### config.mk
export PLATFORM = sky130hd
export DESIGN_NAME = alarm_table_with_snooze
export DESIGN_NICKNAME = d
export VERILOG_FILES = /design/src/ats_pkg.sv /design/src/alarm_table_with_snooze.sv /design/src/ats_alu.sv
export SDC_FILE = /design/constraint.sdc
export NUM_CORES = 1
export LEC_CHECK = 0
export BUFFER_PORTS_ARGS = -buffer_cell sky130_fd_sc_hd__buf_2
export CORE_MARGIN = 3
export CORE_UTILIZATION = 60
export CTS_BUF_LIST = sky130_fd_sc_hd__clkbuf_8
export CTS_CLUSTER_DIAMETER = 50
export DETAILED_ROUTE_END_ITERATION = 8
export PLACE_DENSITY = 0.83
export SETUP_SLACK_MARGIN = 0.02
export SKIP_CTS_REPAIR_TIMING = 1
export SLEW_MARGIN = 20
export SYNTH_ARGS = -nofsm -noshare
export SYNTH_HDL_FRONTEND = slang
export SYNTH_SLANG_ARGS = --single-unit
export TNS_END_PERCENT = 1
### constraint.sdc
create_clock -name clk -period 12.08 [get_ports clk]
set_input_delay 0.604 -clock clk [delete_from_list [all_inputs] [get_ports clk]]
set_output_delay 0.604 -clock clk [all_outputs]
set_load 0.02 [all_outputs]
### src/ats_pkg.sv
`default_nettype none
// ----------------------------------------------------------------------------
// ats_pkg
// Shared types, codes and helpers for the alarm slot table with snooze.
// ----------------------------------------------------------------------------
package ats_pkg;

  localparam int TIME_W      = 32;
  localparam int OP_W        = 3;
  localparam int CFG_INDEX_W = 2;
  localparam int CFG_DATA_W  = 32;
  localparam int LIMIT_W     = 8;
  localparam int IN_DATA_W   = 72;
  localparam int OUT_DATA_W  = 16;
  localparam int HOUR_W      = 5;
  localparam int MINUTE_W    = 6;
  localparam int KEY_W       = HOUR_W + MINUTE_W;

  localparam logic [TIME_W-1:0]  SNOOZE_LEN_RESET = 32'd300000;
  localparam logic [TIME_W-1:0]  AUTO_AFTER_RESET = 32'd60000;
  localparam logic [LIMIT_W-1:0] AUTO_LIMIT_RESET = 8'd3;
  localparam logic [LIMIT_W-1:0] AUTO_COUNT_MAX   = 8'd255;

  localparam logic [7:0] HOURS_PER_DAY    = 8'd24;
  localparam logic [7:0] MINUTES_PER_HOUR = 8'd60;
  // x/24 ~= (x*171) >> 12 and x/60 ~= (x*273) >> 14, both never above the
  // true quotient and at most one low for 8-bit x
  localparam logic [16:0] RECIP_24 = 17'd171;
  localparam int          SHIFT_24 = 12;
  localparam logic [16:0] RECIP_60 = 17'd273;
  localparam int          SHIFT_60 = 14;

  typedef enum logic [OP_W-1:0] {
    OP_UPDATE  = 3'd0,
    OP_WRITE   = 3'd1,
    OP_DISMISS = 3'd2,
    OP_SNOOZE  = 3'd3,
    OP_READ    = 3'd4
  } op_t;

  typedef enum logic [CFG_INDEX_W-1:0] {
    CFG_SNOOZE_LEN = 2'd0,
    CFG_AUTO_AFTER = 2'd1,
    CFG_AUTO_LIMIT = 2'd2
  } cfg_reg_t;

  typedef enum logic [3:0] {
    ST_IDLE,
    ST_DISPATCH,
    ST_SNZ_CHK,
    ST_SHOW_CHK,
    ST_ELAP_CMP,
    ST_AUTO,
    ST_DIS_RD,
    ST_DISMISS,
    ST_SNOOZE,
    ST_SCAN_START,
    ST_SCAN,
    ST_OUT
  } state_t;

  typedef struct packed {
    logic                recurring;
    logic [HOUR_W-1:0]   hour;
    logic [MINUTE_W-1:0] minute;
  } entry_t;

  // x mod 24 by reciprocal multiply plus one correcting subtract
  function automatic logic [HOUR_W-1:0] mod_hours(input logic [7:0] x);
    logic [16:0] p;
    logic [4:0]  q;
    logic [12:0] qd;
    logic [7:0]  r;
    p  = {9'd0, x} * RECIP_24;
    q  = p[16:SHIFT_24];
    qd = {8'd0, q} * {5'd0, HOURS_PER_DAY};
    r  = x - qd[7:0];
    if (r >= HOURS_PER_DAY) r = r - HOURS_PER_DAY;
    return r[HOUR_W-1:0];
  endfunction

  // x mod 60, same scheme
  function automatic logic [MINUTE_W-1:0] mod_minutes(input logic [7:0] x);
    logic [16:0] p;
    logic [2:0]  q;
    logic [10:0] qd;
    logic [7:0]  r;
    p  = {9'd0, x} * RECIP_60;
    q  = p[16:SHIFT_60];
    qd = {8'd0, q} * {3'd0, MINUTES_PER_HOUR};
    r  = x - qd[7:0];
    if (r >= MINUTES_PER_HOUR) r = r - MINUTES_PER_HOUR;
    return r[MINUTE_W-1:0];
  endfunction

endpackage
`default_nettype wire

### src/alarm_table_with_snooze.sv
`default_nettype none
// Write, read and unknown opcodes go from dispatch straight to the output state;
//   dismiss and snooze add steps when shown; update adds timer checks or a scan.
// Throughput: one item at a time; next transfer in the cycle after result loads.
//   The scan reads one slot per cycle and all timer math shares one 32-bit adder.
// Reset (rst, synchronous): valid bits, flags, counters and config registers
//   return to defaults at once; no clearing pass, table contents stay stale.
// ----------------------------------------------------------------------------
// alarm_table_with_snooze
// Alarm slot table with show, snooze, auto-snooze and auto-dismiss, run by a
// small sequencer around a shared add/subtract unit.
// ----------------------------------------------------------------------------
module alarm_table_with_snooze #(
  parameter int SLOTS = 16
) (
  input  logic                                clk,
  input  logic                                rst,
  // input stream
  input  logic                                s_tvalid,
  output logic                                s_tready,
  // tdata from bit 0: slot[4], entry_hour[8], entry_minute[8],
  // entry_recurring[1], entry_enable[1], now_ms[32], cur_hour[5],
  // cur_minute[6], time_valid[1], blocked[1], zero pad[5]
  input  logic [ats_pkg::IN_DATA_W-1:0]       s_tdata,
  // tuser: opcode[3]
  input  logic [ats_pkg::OP_W-1:0]            s_tuser,
  // result stream
  output logic                                m_tvalid,
  input  logic                                m_tready,
  // tdata from bit 0: state_changed[1], showing[1], shown_slot[4],
  // snooze_waiting[1], auto_snoozes_done[8], zero pad[1]
  output logic [ats_pkg::OUT_DATA_W-1:0]      m_tdata,
  // configuration write port
  input  logic                                cfg_wr_en,
  input  logic [ats_pkg::CFG_INDEX_W-1:0]     cfg_index,
  input  logic [ats_pkg::CFG_DATA_W-1:0]      cfg_data
);

  localparam int IW  = (SLOTS > 1) ? $clog2(SLOTS) : 1;  // slot index width
  localparam int CW  = $clog2(SLOTS + 1);                // valid slot count
  localparam int TW  = ats_pkg::TIME_W;
  localparam int HW  = ats_pkg::HOUR_W;
  localparam int MW  = ats_pkg::MINUTE_W;
  localparam int LW  = ats_pkg::LIMIT_W;
  localparam int KW  = ats_pkg::KEY_W;
  localparam logic [IW-1:0] LAST_IDX = IW'(SLOTS - 1);

  ats_pkg::state_t state, state_next;

  // config registers
  logic [TW-1:0] snooze_len;
  logic [TW-1:0] auto_after;
  logic [LW-1:0] auto_limit;

  // latched item
  logic [ats_pkg::OP_W-1:0] op;
  logic [3:0]               in_slot;
  logic [7:0]               in_hour;
  logic [7:0]               in_minute;
  logic                     in_rec;
  logic                     in_en;
  logic [TW-1:0]            now;
  logic [HW-1:0]            cur_hr;
  logic [MW-1:0]            cur_mn;
  logic                     tvld;
  logic                     blk;

  // alarm state
  logic [SLOTS-1:0] valid;
  logic [CW-1:0]    nvalid;
  logic             show_flag;
  logic [IW-1:0]    shown_index;
  logic [TW-1:0]    show_start;
  logic             snooze_flag;
  logic [TW-1:0]    snooze_deadline;
  logic [IW-1:0]    snoozed_index;
  logic             last_valid;
  logic [KW-1:0]    last_key;
  logic [LW-1:0]    auto_count;
  logic             change_flag;
  logic             sc;          // state_changed of the item in flight

  // table memory: recurring, hour, minute per slot; valid bits live in flops
  ats_pkg::entry_t mem [SLOTS];
  ats_pkg::entry_t rd_data;
  logic [IW-1:0]   rd_idx;
  logic [IW-1:0]   rd_addr;
  logic [IW-1:0]   scan_i;
  logic            tbl_we;
  ats_pkg::entry_t wr_entry;

  // shared adder
  logic [TW-1:0] alu_a, alu_b, alu_res;
  logic          alu_sub, alu_borrow;
  logic [TW-1:0] elap;

  logic          out_load;
  logic [IW-1:0] wr_idx;
  logic          slot_ok;
  logic [KW-1:0] key;
  logic          key_seen;
  logic          scan_hit;

  assign wr_idx   = IW'(in_slot);
  assign slot_ok  = (32'(in_slot) < 32'(SLOTS));
  assign key      = {cur_hr, cur_mn};
  assign key_seen = last_valid && (last_key == key);
  assign scan_hit = valid[rd_idx] && (rd_data.hour == cur_hr) && (rd_data.minute == cur_mn)
                    && !(snooze_flag && (snoozed_index == rd_idx));

  assign wr_entry.recurring = in_rec;
  assign wr_entry.hour      = ats_pkg::mod_hours(in_hour);
  assign wr_entry.minute    = ats_pkg::mod_minutes(in_minute);

  ats_alu u_alu (
    .a      (alu_a),
    .b      (alu_b),
    .sub    (alu_sub),
    .res    (alu_res),
    .borrow (alu_borrow)
  );

  // next state
  always_comb begin
    state_next = state;
    case (state)
      ats_pkg::ST_IDLE: begin
        if (s_tvalid) state_next = ats_pkg::ST_DISPATCH;
      end
      ats_pkg::ST_DISPATCH: begin
        case (op)
          ats_pkg::OP_UPDATE: begin
            if (nvalid == '0 && !snooze_flag) state_next = ats_pkg::ST_OUT;
            else if (snooze_flag && !show_flag) state_next = ats_pkg::ST_SNZ_CHK;
            else state_next = ats_pkg::ST_SHOW_CHK;
          end
          ats_pkg::OP_DISMISS: state_next = show_flag ? ats_pkg::ST_DIS_RD : ats_pkg::ST_OUT;
          ats_pkg::OP_SNOOZE:  state_next = show_flag ? ats_pkg::ST_SNOOZE : ats_pkg::ST_OUT;
          default:             state_next = ats_pkg::ST_OUT;
        endcase
      end
      ats_pkg::ST_SNZ_CHK: state_next = ats_pkg::ST_SHOW_CHK;
      ats_pkg::ST_SHOW_CHK: begin
        if (show_flag) state_next = ats_pkg::ST_ELAP_CMP;
        else if (blk || !tvld || key_seen) state_next = ats_pkg::ST_OUT;
        else state_next = ats_pkg::ST_SCAN_START;
      end
      ats_pkg::ST_ELAP_CMP: state_next = alu_borrow ? ats_pkg::ST_OUT : ats_pkg::ST_AUTO;
      ats_pkg::ST_AUTO: begin
        state_next = (auto_count >= auto_limit) ? ats_pkg::ST_DIS_RD : ats_pkg::ST_SNOOZE;
      end
      ats_pkg::ST_DIS_RD:     state_next = ats_pkg::ST_DISMISS;
      ats_pkg::ST_DISMISS:    state_next = ats_pkg::ST_OUT;
      ats_pkg::ST_SNOOZE:     state_next = ats_pkg::ST_OUT;
      ats_pkg::ST_SCAN_START: state_next = ats_pkg::ST_SCAN;
      ats_pkg::ST_SCAN: begin
        if (scan_hit || rd_idx == LAST_IDX) state_next = ats_pkg::ST_OUT;
      end
      ats_pkg::ST_OUT: begin
        if (!m_tvalid || m_tready) state_next = ats_pkg::ST_IDLE;
      end
      default: state_next = ats_pkg::ST_IDLE;
    endcase
  end

  // sequencer outputs: adder operands, table port, handshake
  always_comb begin
    s_tready = (state == ats_pkg::ST_IDLE);
    out_load = (state == ats_pkg::ST_OUT) && (!m_tvalid || m_tready);
    tbl_we   = (state == ats_pkg::ST_DISPATCH) && (op == ats_pkg::OP_WRITE) && slot_ok && in_en;
    alu_a    = now;
    alu_b    = show_start;
    alu_sub  = 1'b1;
    rd_addr  = scan_i;
    case (state)
      ats_pkg::ST_SNZ_CHK: alu_b = snooze_deadline;          // deadline reached?
      ats_pkg::ST_ELAP_CMP: begin                            // shown long enough?
        alu_a = elap;
        alu_b = auto_after;
      end
      ats_pkg::ST_SNOOZE: begin                              // new deadline
        alu_b   = snooze_len;
        alu_sub = 1'b0;
      end
      ats_pkg::ST_DIS_RD:     rd_addr = shown_index;         // fetch recurring bit
      ats_pkg::ST_SCAN_START: rd_addr = '0;
      default: ;
    endcase
  end

  // table memory, one write and one registered read per cycle
  always_ff @(posedge clk) begin
    if (tbl_we) mem[wr_idx] <= wr_entry;
    rd_data <= mem[rd_addr];
    rd_idx  <= rd_addr;
  end

  // item capture and scratch, no reset needed
  always_ff @(posedge clk) begin
    if (s_tvalid && s_tready) begin
      op        <= s_tuser;
      in_slot   <= s_tdata[3:0];
      in_hour   <= s_tdata[11:4];
      in_minute <= s_tdata[19:12];
      in_rec    <= s_tdata[20];
      in_en     <= s_tdata[21];
      now       <= s_tdata[53:22];
      cur_hr    <= s_tdata[58:54];
      cur_mn    <= s_tdata[64:59];
      tvld      <= s_tdata[65];
      blk       <= s_tdata[66];
    end
    if (state == ats_pkg::ST_SHOW_CHK) elap <= alu_res;
    if (state == ats_pkg::ST_SCAN_START) scan_i <= IW'(1);
    else if (state == ats_pkg::ST_SCAN && !scan_hit && rd_idx != LAST_IDX)
      scan_i <= scan_i + IW'(1);
    if (out_load) begin
      m_tdata <= {1'b0, auto_count, snooze_flag,
                  show_flag ? 4'(shown_index) : 4'd0, show_flag, sc};
    end
  end

  // control state
  always_ff @(posedge clk) begin
    if (rst) begin
      state           <= ats_pkg::ST_IDLE;
      snooze_len      <= ats_pkg::SNOOZE_LEN_RESET;
      auto_after      <= ats_pkg::AUTO_AFTER_RESET;
      auto_limit      <= ats_pkg::AUTO_LIMIT_RESET;
      valid           <= '0;
      nvalid          <= '0;
      show_flag       <= 1'b0;
      shown_index     <= '0;
      show_start      <= '0;
      snooze_flag     <= 1'b0;
      snooze_deadline <= '0;
      snoozed_index   <= '0;
      last_valid      <= 1'b0;
      last_key        <= '0;
      auto_count      <= '0;
      change_flag     <= 1'b0;
      sc              <= 1'b0;
      m_tvalid        <= 1'b0;
    end else begin
      state <= state_next;

      if (cfg_wr_en) begin
        case (cfg_index)
          ats_pkg::CFG_SNOOZE_LEN: snooze_len <= cfg_data;
          ats_pkg::CFG_AUTO_AFTER: auto_after <= cfg_data;
          ats_pkg::CFG_AUTO_LIMIT: auto_limit <= cfg_data[LW-1:0];
          default: ;
        endcase
      end

      if (out_load) m_tvalid <= 1'b1;
      else if (m_tready) m_tvalid <= 1'b0;

      case (state)
        ats_pkg::ST_DISPATCH: begin
          sc <= 1'b0;
          case (op)
            ats_pkg::OP_WRITE: begin
              if (slot_ok) begin
                if (in_en) begin
                  valid[wr_idx] <= 1'b1;
                  if (!valid[wr_idx]) nvalid <= nvalid + CW'(1);
                end else if (valid[wr_idx]) begin
                  valid[wr_idx] <= 1'b0;
                  nvalid        <= nvalid - CW'(1);
                  // clearing the shown slot ends the show
                  if (show_flag && shown_index == wr_idx) begin
                    show_flag   <= 1'b0;
                    shown_index <= '0;
                    change_flag <= 1'b1;
                  end
                end
              end
            end
            ats_pkg::OP_READ: begin
              sc          <= change_flag;
              change_flag <= 1'b0;
            end
            default: ;
          endcase
        end
        ats_pkg::ST_SNZ_CHK: begin
          // deadline reached when now - deadline is below 2^31
          if (!alu_res[TW-1] && valid[snoozed_index] && !blk) begin
            show_flag       <= 1'b1;
            shown_index     <= snoozed_index;
            show_start      <= now;
            snooze_flag     <= 1'b0;
            snooze_deadline <= '0;
            snoozed_index   <= '0;
            sc              <= 1'b1;
          end
        end
        ats_pkg::ST_SHOW_CHK: begin
          if (!show_flag && !blk && tvld && !key_seen) begin
            last_valid <= 1'b1;
            last_key   <= key;
          end
        end
        ats_pkg::ST_ELAP_CMP: begin
          if (!alu_borrow) begin
            sc <= 1'b1;
            if (auto_count != ats_pkg::AUTO_COUNT_MAX) auto_count <= auto_count + LW'(1);
          end
        end
        ats_pkg::ST_DISMISS: begin
          if (!rd_data.recurring && valid[shown_index]) begin
            valid[shown_index] <= 1'b0;
            nvalid             <= nvalid - CW'(1);
          end
          show_flag       <= 1'b0;
          shown_index     <= '0;
          snooze_flag     <= 1'b0;
          snooze_deadline <= '0;
          snoozed_index   <= '0;
          auto_count      <= '0;
          change_flag     <= 1'b1;
        end
        ats_pkg::ST_SNOOZE: begin
          snoozed_index   <= shown_index;
          snooze_deadline <= alu_res;
          snooze_flag     <= 1'b1;
          show_flag       <= 1'b0;
          shown_index     <= '0;
          change_flag     <= 1'b1;
        end
        ats_pkg::ST_SCAN: begin
          // lowest matching slot wins: slots are checked in ascending order
          if (scan_hit) begin
            show_flag   <= 1'b1;
            shown_index <= rd_idx;
            show_start  <= now;
            auto_count  <= '0;
            sc          <= 1'b1;
          end
        end
        default: ;
      endcase
    end
  end

  // running count must track the valid bits
  a_nvalid_count: assert property (@(posedge clk) disable iff (rst)
    nvalid == CW'($countones(valid)))
    else $error("valid slot count out of step with valid bits");

  // a shown alarm always sits in a live slot
  a_shown_valid: assert property (@(posedge clk) disable iff (rst)
    show_flag |-> valid[shown_index])
    else $error("shown slot is not valid");

  a_snooze_clear: assert property (@(posedge clk) disable iff (rst)
    !snooze_flag |-> (snoozed_index == '0 && snooze_deadline == '0))
    else $error("snooze fields left set without a snooze");

  a_shown_clear: assert property (@(posedge clk) disable iff (rst)
    !show_flag |-> (shown_index == '0))
    else $error("shown index left set while nothing is shown");

endmodule
`default_nettype wire

### src/ats_alu.sv
`default_nettype none
// ----------------------------------------------------------------------------
// ats_alu
// Shared 32-bit add/subtract unit for timer deadlines and elapsed checks.
// ----------------------------------------------------------------------------
module ats_alu (
  input  logic [ats_pkg::TIME_W-1:0] a,
  input  logic [ats_pkg::TIME_W-1:0] b,
  input  logic                       sub,
  output logic [ats_pkg::TIME_W-1:0] res,
  output logic                       borrow
);

  localparam int W = ats_pkg::TIME_W;

  logic [W:0] sum;

  // one adder; subtract is a + ~b + 1
  assign sum    = {1'b0, a} + {1'b0, b ^ {W{sub}}} + (W+1)'(sub);
  assign res    = sum[W-1:0];
  assign borrow = sub & ~sum[W];

endmodule
`default_nettype wire
[Word-level counts from Yosys, hierarchy flattened]
Memories as Yosys holds them, arrays and structs flattened. A register that Yosys moved wholly into a read port is not among the register bits.
Cells that the tools add are included.
Storage, ports and cells
  bits in registers: 319
  latch bits: 0
  bits in writable memories: 192
  ROM bits: 0
  input port bits: 114
  output and inout port bits: 18
  logic and storage cells: 252
  memories: 1
Memories
  mem: depth 16, width 12, rd ports 1, clocked after memory_dff 1, wr ports 1, RTL line alarm_table_with_snooze.sv:84  | ats_pkg::entry_t mem [SLOTS];
Cells by class
  $add $sub $neg: 10
  $mul: 4
  div/mod/pow operators: 0
  magnitude comparators: 9
  equality and inequality tests: 43
  shifts and indexed selects: 0
  multiplexer cells: 81
  bitwise operators: 8
  reduce and logical (&&, ||, !) cells: 62
Operators by type and width (count)
  32-bit one-hot mux with 3 select lines: 2
  32-bit 2-to-1 mux: 4
  16-bit 2-to-1 mux: 4
  32-bit one-hot mux with 2 select lines: 1
  4-bit 2-to-1 mux: 15
  4-bit one-hot mux with 11 select lines: 1
  32-bit by 32-bit adder with 33-bit output: 1
  33-bit by 1-bit adder with 33-bit output: 1
  16-bit bitwise AND: 2
  16-bit NOT: 2
  16-bit one-hot mux with 2 select lines: 1
  32-bit bitwise XOR: 1
  5-bit 2-to-1 mux: 6
  1-bit 2-to-1 mux: 24
  8-bit 2-to-1 mux: 3
  4-bit one-hot mux with 3 select lines: 2
  8-bit one-hot mux with 3 select lines: 1
  1-bit logical AND: 22
  4-bit == test, second input constant: 5
  4-bit by 5-bit < comparator with 1-bit output, second input constant: 4
  2-bit != test, second input constant: 9
  8-bit by 9-bit multiplier with 17-bit output, second input constant: 1
  1-bit binary-select mux with 4-bit select: 4
  4-bit by 3-bit == test with 1-bit output, second input constant: 4
  other kinds (58): 97

[Logic depth before layout (Yosys ltp)]
Gate-level depths: netlist of the first run.
  depth after elaboration: 10
  gate-level depth with buffers: 26
  gate-level depth less buffers: 26

[By module]
From an unflattened synthesis of the first run, not the netlist that was laid out.
Second synthesis, totals
  cell total of the unflattened synthesis: 2340
  area total of the unflattened synthesis: 26197.6 sq um
By module, submodules not included
  alarm_table_with_snooze: instances 1, cells an instance 2081, area an instance 24245.8 sq um, sequential area each 13563.0 sq um
  ats_alu: instances 1, cells an instance 259, area an instance 1951.9 sq um, sequential area each 0.0 sq um

[Worst setup path after synthesis of the first run]
OpenSTA, ideal clock, no wires.
  path kind: register to register
  from: register in_hour[1]
  to: memory mem[0][9] (netlist bit), data pin
  setup time: 285 ps
  arrival: 6333 ps
  required time: 11795 ps
  setup slack: 5462 ps
  stages on the path, launching flop included: 26
  path buffers: 0
  period minus slack after synthesis: 6618 ps
  cell sequence: edfxtp_1 -> ha_1 -> fa_1 -> fa_1 -> inv_1 -> fa_1 -> inv_1 -> ha_1 -> a21o_1 -> a21o_1 -> a21o_1 -> a21oi_1 -> o22ai_1 -> or2_2 -> a21oi_1 -> xnor2_1 -> inv_1 -> fa_1 -> ha_1 -> nor2b_1 -> o21a_1 -> nor2_1 -> xnor2_1 -> xnor3_1 -> nand2_1 -> mux2_2
RTL lines
  from (decl): RTL line alarm_table_with_snooze.sv:58  | logic [7:0] in_hour;
  from (signal assigned): RTL line alarm_table_with_snooze.sv:203  | in_hour <= s_tdata[11:4];
  to (decl): RTL line alarm_table_with_snooze.sv:84

==> results of run 1 <==
## power by group
part / switching (mW) / internal [mW] / leakage (nW)
clock network: 0.713 / 0.807 / 0.986
registers: 0.179 / 2.78 / 4.55
logic: 2.25 / 1.26 / 5.88
## worst min-delay path by stage
stage,end,cells after the start
2_1_floorplan,m_tdata[1],0
3_3_place_gp,snooze_len[3],2
3_5_place_dp,m_tdata[0],0
4_1_cts,op[2],1
5_1_grt,cur_hr[3],1
6_report,blk,1
## flip-flops by register name, indices dropped and copies added (netlist names), 6 cells and up, named ones only
name	count
auto_after	32
last_key	11
in_hour	8
snooze_len	32
rd_data	12
auto_limit	8
now	32
snooze_deadline	32
show_start	32
mem	192
m_tdata	15
in_minute	8
auto_count	8
elap	32
cur_mn	6
## logic make-up after synthesis
logic type / share of synthesized area
AO/OA/AOI/OAI: 0.130
XOR/XNOR: 0.0303
adder cells (fa/ha/maj): 0.0730
buffers and inverters: 0.0412
flip-flops: 0.524
multiplexers: 0.0417
other: 0.000145
AND/OR/NAND/NOR: 0.160
## synth_stat cells, types with 19 or more instances
library cell,n,area [um^2]
nand2_1,474,1780
edfxtp_1,309,9280
dfxtp_1,214,4280
a21oi_1,170,851
clkbuf_1,125,469
ha_1,119,1490
inv_1,104,390
nand2b_1,86,538
nor2_1,84,315
o21ai_0,66,330
nand3_1,65,325
xnor2_1,59,517
mux2i_1,56,561
a311oi_1,44,385
a21o_1,41,308
and3_1,40,250
a22o_1,35,307
a22oi_1,34,255
nor3_1,33,165
a31oi_1,32,200
nor2b_1,28,175
xor2_1,28,245
fa_1,20,400
mux4_2,20,450
nand4_1,20,125
o21ai_1,19,95.1
## layout by cell type, fill, tap and decap left out, drive strengths merged, types with 11 or more instances in the layout
| cell type | instances |
|---|---|
| a22o | 35 |
| and3 | 40 |
| o21ai | 86 |
| nor2 | 84 |
| nand2b | 86 |
| ha | 119 |
| nor3 | 34 |
| nand3 | 66 |
| o21a | 11 |
| buf | 146 |
| nand2 | 474 |
| xor2 | 28 |
| nand3b | 18 |
| nor2b | 29 |
| edfxtp | 309 |
| clkbuf | 94 |
| a21o | 41 |
| a311oi | 45 |
| clkinv | 17 |
| mux2i | 56 |
| fa | 20 |
| inv | 143 |
| xnor2 | 59 |
| a21oi | 170 |
| a31oi | 32 |
| nand4 | 20 |
| dfxtp | 214 |
| mux4 | 20 |
| a22oi | 34 |
## per-layer routing
metal,vias up,wire [um],GRT usage
li1,9082,-,-
met1,9467,25000,0.357
met2,950,31100,0.470
met3,173,5770,0.0515
met4,0,2190,0.117
met5,-,0,0
## cell type report
cell class	count	area share
Antenna cell	1	0.0000878
Clock buffer	94	0.0454
Clock inverter	62	0.0140
Inverter	105	0.0138
Multi-Input combinational cell	1715	0.397
Sequential cell	523	0.476
Tap cell	577	0.0253
Timing Repair Buffer	146	0.0283
## metrics by stage
step / setup WS, ns / cells / utilization / cell area, um^2
finish: 4.59 / 3223 / 0.674 / 28500
CTS: 4.82 / 3221 / 0.672 / 28500
global placement: 5.06 / 3065 / 0.632 / 26800
floorplan: 5.46 / 2499 / - / 25900
global route: 4.10 / 3222 / 0.674 / 28500
detailed placement: 4.89 / 3065 / 0.632 / 26800
==> reports/qor.txt, run 1 <==
CTS clk-pin slew, worst paths -> 0.07 ns
Post-Syn Nets -> 2752
syn_area_per_cell -> 10.4 um^2
worst hold start -> s_tdata[66]
Least-Margin Pin Slew -> 1.14 ns
Initial Util -> 0.612
crit-path most repeated cell -> ha_1
number of I/O port buffers -> 125
CP peak stage delay -> 0.86 ns
Final Hold Viols -> 0
Arrival @ worst endpoint -> 7.80 ns
Async SR Flop Fraction -> 0
Post-synth EDFFs -> 309
FMAX -> 134 MHz
post-detailed-route count of antenna-violating nets -> 0
via/cell ratio -> 6.10
Synth warnings -> 0
clock sink count -> 523
Die Width -> 214 um
total power -> 7.99 mW
H-tree Lvls -> 3
initial antenna violation count -> 0
required time worst endpoint -> 12.40 ns
Final HPWL DP -> 39900 um
Max-slew headroom -> 0.234
r2r startpoint -> in_minute[7]
FF+latch count, synth -> 523
Core ar. -> 42300 um^2
sequential cell area -> 13600 um^2
Final Routed Wirelength -> 64000 um
footprint of the multi-input gates -> 11300 um^2
total CTS buffers -> 83
post-synth cell types -> 79
total global-route track usage -> 0.279
wire per inst -> 19.9 um
Setup CP Type -> flop to flop
Buf+Inv Stages, Crit Path -> 3
fin crit period -> 7.49 ns
Worst path top cell family by delay -> adder cells
first-pass GRT wire length -> 101000 um
unrepaired setup endpoints after global routing -> no
clock tree buffer depth -> 3
number of global-route vias before repair -> 19551
Gate Count Post-Synth -> 2499
Leakage -> 11.4 nW
worst skew pair latency -> 0.69 ns
Reg-to-Reg End -> mem[5][5]
layout cells sized above 1 -> 0.118
Die Ht -> 214 um
synthesis-to-layout area growth -> 10.1%
maximum vdd drop -> 0.360 mV
Max Slew Vio Count -> 0
startpoint type of the worst setup path -> flop
gpl congestion -> 0.900
final cycle utilization of the critical path -> 0.620
Fillers -> 3082
register area share after synthesis -> 0.524
initial DRC count -> 2256
DR DRC count -> 0
Hold WC Path Type -> input pin to flop
hold slack final -> 0.0837 ns
IO Pins -> 132
crit path max-delay cell type -> xor2_1
# rows -> 75
Power per Cell Area -> 280 nW/um^2
vias -> 19672
crit path from -> in_minute[7]
crit path capture type -> flop
Final setup viols -> 0
r2r setup slk -> 4.59 ns
die area -> 45700 um^2
Root Buffer Master -> clkbuf_8
status -> finished, final reports clean
setup TNS -> 0 ns
r2r worst-path depth -> 25
Synth Flop Type -> edfxtp_1
crit path max fanout -> 16
Pre-antenna DRT Iters -> 5
Layout Nets -> 2827
TritonCTS clock tree -> yes
end of the critical path -> mem[5][5]
clock skew -> 0.0486 ns
largest net degree at the start of global routing -> 126
critical path depth -> 25
synthesized area -> 25900 um^2
max-cap violations -> 0
GRT overflow -> 0
Note: power is estimated with default switching activity, not from simulation.
==> inputs of run 2 (changes only) <==
--- a/config.mk
+++ b/config.mk
@@ -7,11 +7,11 @@
 export LEC_CHECK = 0
 export BUFFER_PORTS_ARGS = -buffer_cell sky130_fd_sc_hd__buf_2
 export CORE_MARGIN = 3
-export CORE_UTILIZATION = 60
+export CORE_UTILIZATION = 58
 export CTS_BUF_LIST = sky130_fd_sc_hd__clkbuf_8
 export CTS_CLUSTER_DIAMETER = 50
 export DETAILED_ROUTE_END_ITERATION = 8
-export PLACE_DENSITY = 0.83
+export PLACE_DENSITY = 0.84
 export SETUP_SLACK_MARGIN = 0.02
 export SKIP_CTS_REPAIR_TIMING = 1
 export SLEW_MARGIN = 20
==> constraint.sdc (replaced) <==
create_clock -name clk -period 6.3 [get_ports clk]
set_input_delay 0.315 -clock clk [delete_from_list [all_inputs] [get_ports clk]]
set_output_delay 0.315 -clock clk [all_outputs]
set_load 0.02 [all_outputs]
==> run 2 against run 1 <==
Effect of this change: global-route usage down 0.57 points; clock power up 88%; die area up 3.3%; critical endpoint is now mem[12][5]; the run now ends with negative setup slack left.
==> reports/qor.txt, run 2 (synthesis gave the netlist of run 1 again) <==
required time worst endpoint -> 6.71 ns
Diodes inserted -> 0
Layout Nets -> 2965
worst skew pair latency -> 0.67 ns
Final HPWL DP -> 41500 um
H-tree Lvls -> 3
clock tree buffer depth -> 3
clock sink count -> 523
number of I/O port buffers -> 125
Least-Margin Pin Slew -> 1.13 ns
post-detailed-route count of antenna-violating nets -> 0
first-pass GRT wire length -> 104000 um
GRT overflow -> 0
unrepaired setup endpoints after global routing -> yes
vias -> 20476
DR DRC count -> 0
Final Hold Viols -> 0
violated checks -> negative setup slack
Initial Util -> 0.594
Core ar. -> 43600 um^2
# rows -> 76
Final setup viols -> 32
crit path capture type -> flop
wire per inst -> 20.4 um
dpl ws -> -0.628 ns
number of global-route vias before repair -> 20058
Pre-antenna DRT Iters -> 8
Setup CP Type -> flop to flop
Final Routed Wirelength -> 68600 um
Hold Path Stages -> 3
Power per Cell Area -> 565 nW/um^2
Die Width -> 217 um
Hold WC Path Type -> input pin to flop
synthesis-to-layout area growth -> 15.8%
via/cell ratio -> 6.09
FMAX -> 156 MHz
max reg flops -> 192
Most flops, register -> mem
r2r worst-path depth -> 26
Arrival @ worst endpoint -> 6.81 ns
most frequent cells in the layout -> 473 x nand2_1, 309 x edfxtp_1, 214 x dfxtp_1
die area -> 47200 um^2
r2r setup slk -> -0.1 ns
final cycle utilization of the critical path -> 1.02
Inst Count DP -> 3103
crit path max fanout -> 15
Max-slew headroom -> 0.244
Final WS setup -> -0.0984 ns
Leakage -> 12.0 nW
fin crit period -> 6.40 ns
most common cell after layout, fill and taps aside -> nand2_1
initial DRC count -> 2321
Fillers -> 3044
total global-route track usage -> 0.273
Root Buffer Master -> clkbuf_8
total CTS buffers -> 84
max-cap violations -> 0
gpl congestion -> 0.912
status -> finished, violations left
maximum vdd drop -> 0.846 mV
initial antenna violation count -> 1
startpoint type of the worst setup path -> flop
TritonCTS clock tree -> yes
Max Slew Vio Count -> 0
Layout Cells excl Fill -> 3363
IO Pins -> 132
layout cells sized above 1 -> 0.134
CTS clk-pin slew, worst paths -> 0.06 ns
Die Ht -> 217 um
largest net degree at the start of global routing -> 121
clock skew -> 0.0236 ns
-- run 2: cell types whose count changed in the layout (fill, tap and decap cells not counted), sizes merged --
cell         delta
dlygate4sd3   +102
buf            +34
clkinv          +6
inv             -6
clkinvlp        -3
bufinv          -1
diode           -1
mux2            +1
-- run 2: through the flow --
| stage | hold slack [ns] | utilization | TNS, ns | power, mW | instance area [um^2] |
|---|---|---|---|---|---|
| final | 0.0376 | 0.689 | -1.89 | 16.9 | 30000 |
| after CTS | -0.221 | 0.659 | -30.60 | 15.6 | 28700 |
| after detailed placement | 0.447 | 0.622 | -29.03 | 12.7 | 27100 |
| after global routing | 0.0240 | 0.689 | -18.61 | 17.9 | 30000 |
| after global placement | 0.439 | 0.622 | 0 | 12.2 | 27100 |
| after floorplan | 0.406 | - | 0 | 10.7 | 25900 |
-- run 2: per-layer routing --
metal / wire (um) / up-vias / GRT usage
met5: 7 / - / 0
met4: 2940 / 2 / 0.119
met3: 5820 / 219 / 0.0504
met2: 33900 / 1051 / 0.463
met1: 26000 / 9853 / 0.344
li1: - / 9351 / -
-- run 2: cell type report --
cell class                 count  area, um^2  share of cell area
sequential                   523       13600               0.452
multi-input combinational   1716       11500               0.385
timing repair buffer         282        2130              0.0710
clock buffer                  94        1290              0.0431
tap                          585         732              0.0244
inverter                     105         394              0.0131
clock inverter                58         332              0.0111
-- run 2: critical path: stages (launching register included) --
cell      delay [ns]
edfxtp_1        0.47
ha_2            0.23
fa_1            0.37
ha_1            0.29
ha_1            0.29
nand4_1         0.09
nor2_1          0.05
o21a_1          0.17
o21ai_1         0.15
nand2b_1        0.13
a31oi_4         0.21
nor2b_1         0.08
o21ai_1         0.21
inv_1           0.13
fa_1            0.59
inv_1           0.08
ha_1            0.21
inv_1           0.06
fa_1            0.42
ha_1            0.32
buf_4           0.17
xor2_2          0.32
a311oi_2        0.17
buf_4           0.21
nor4b_4         0.34
xor2_2          0.19
buf_12          0.18
-- run 2: where the power goes --
group	switching, mW	internal [mW]	total [mW]
Clock	1.36	1.49	2.85
Combinational	5.10	3.40	8.50
Sequential	0.288	5.30	5.59
Total	6.75	10.2	16.9
-- run 2: final timing paths --
check	endpoint	start
max reg2reg	mem[12][5]	in_minute[3]
min reg2reg	m_tdata[0]	sc
min	m_tvalid	m_tready
max	mem[12][5]	in_minute[3]
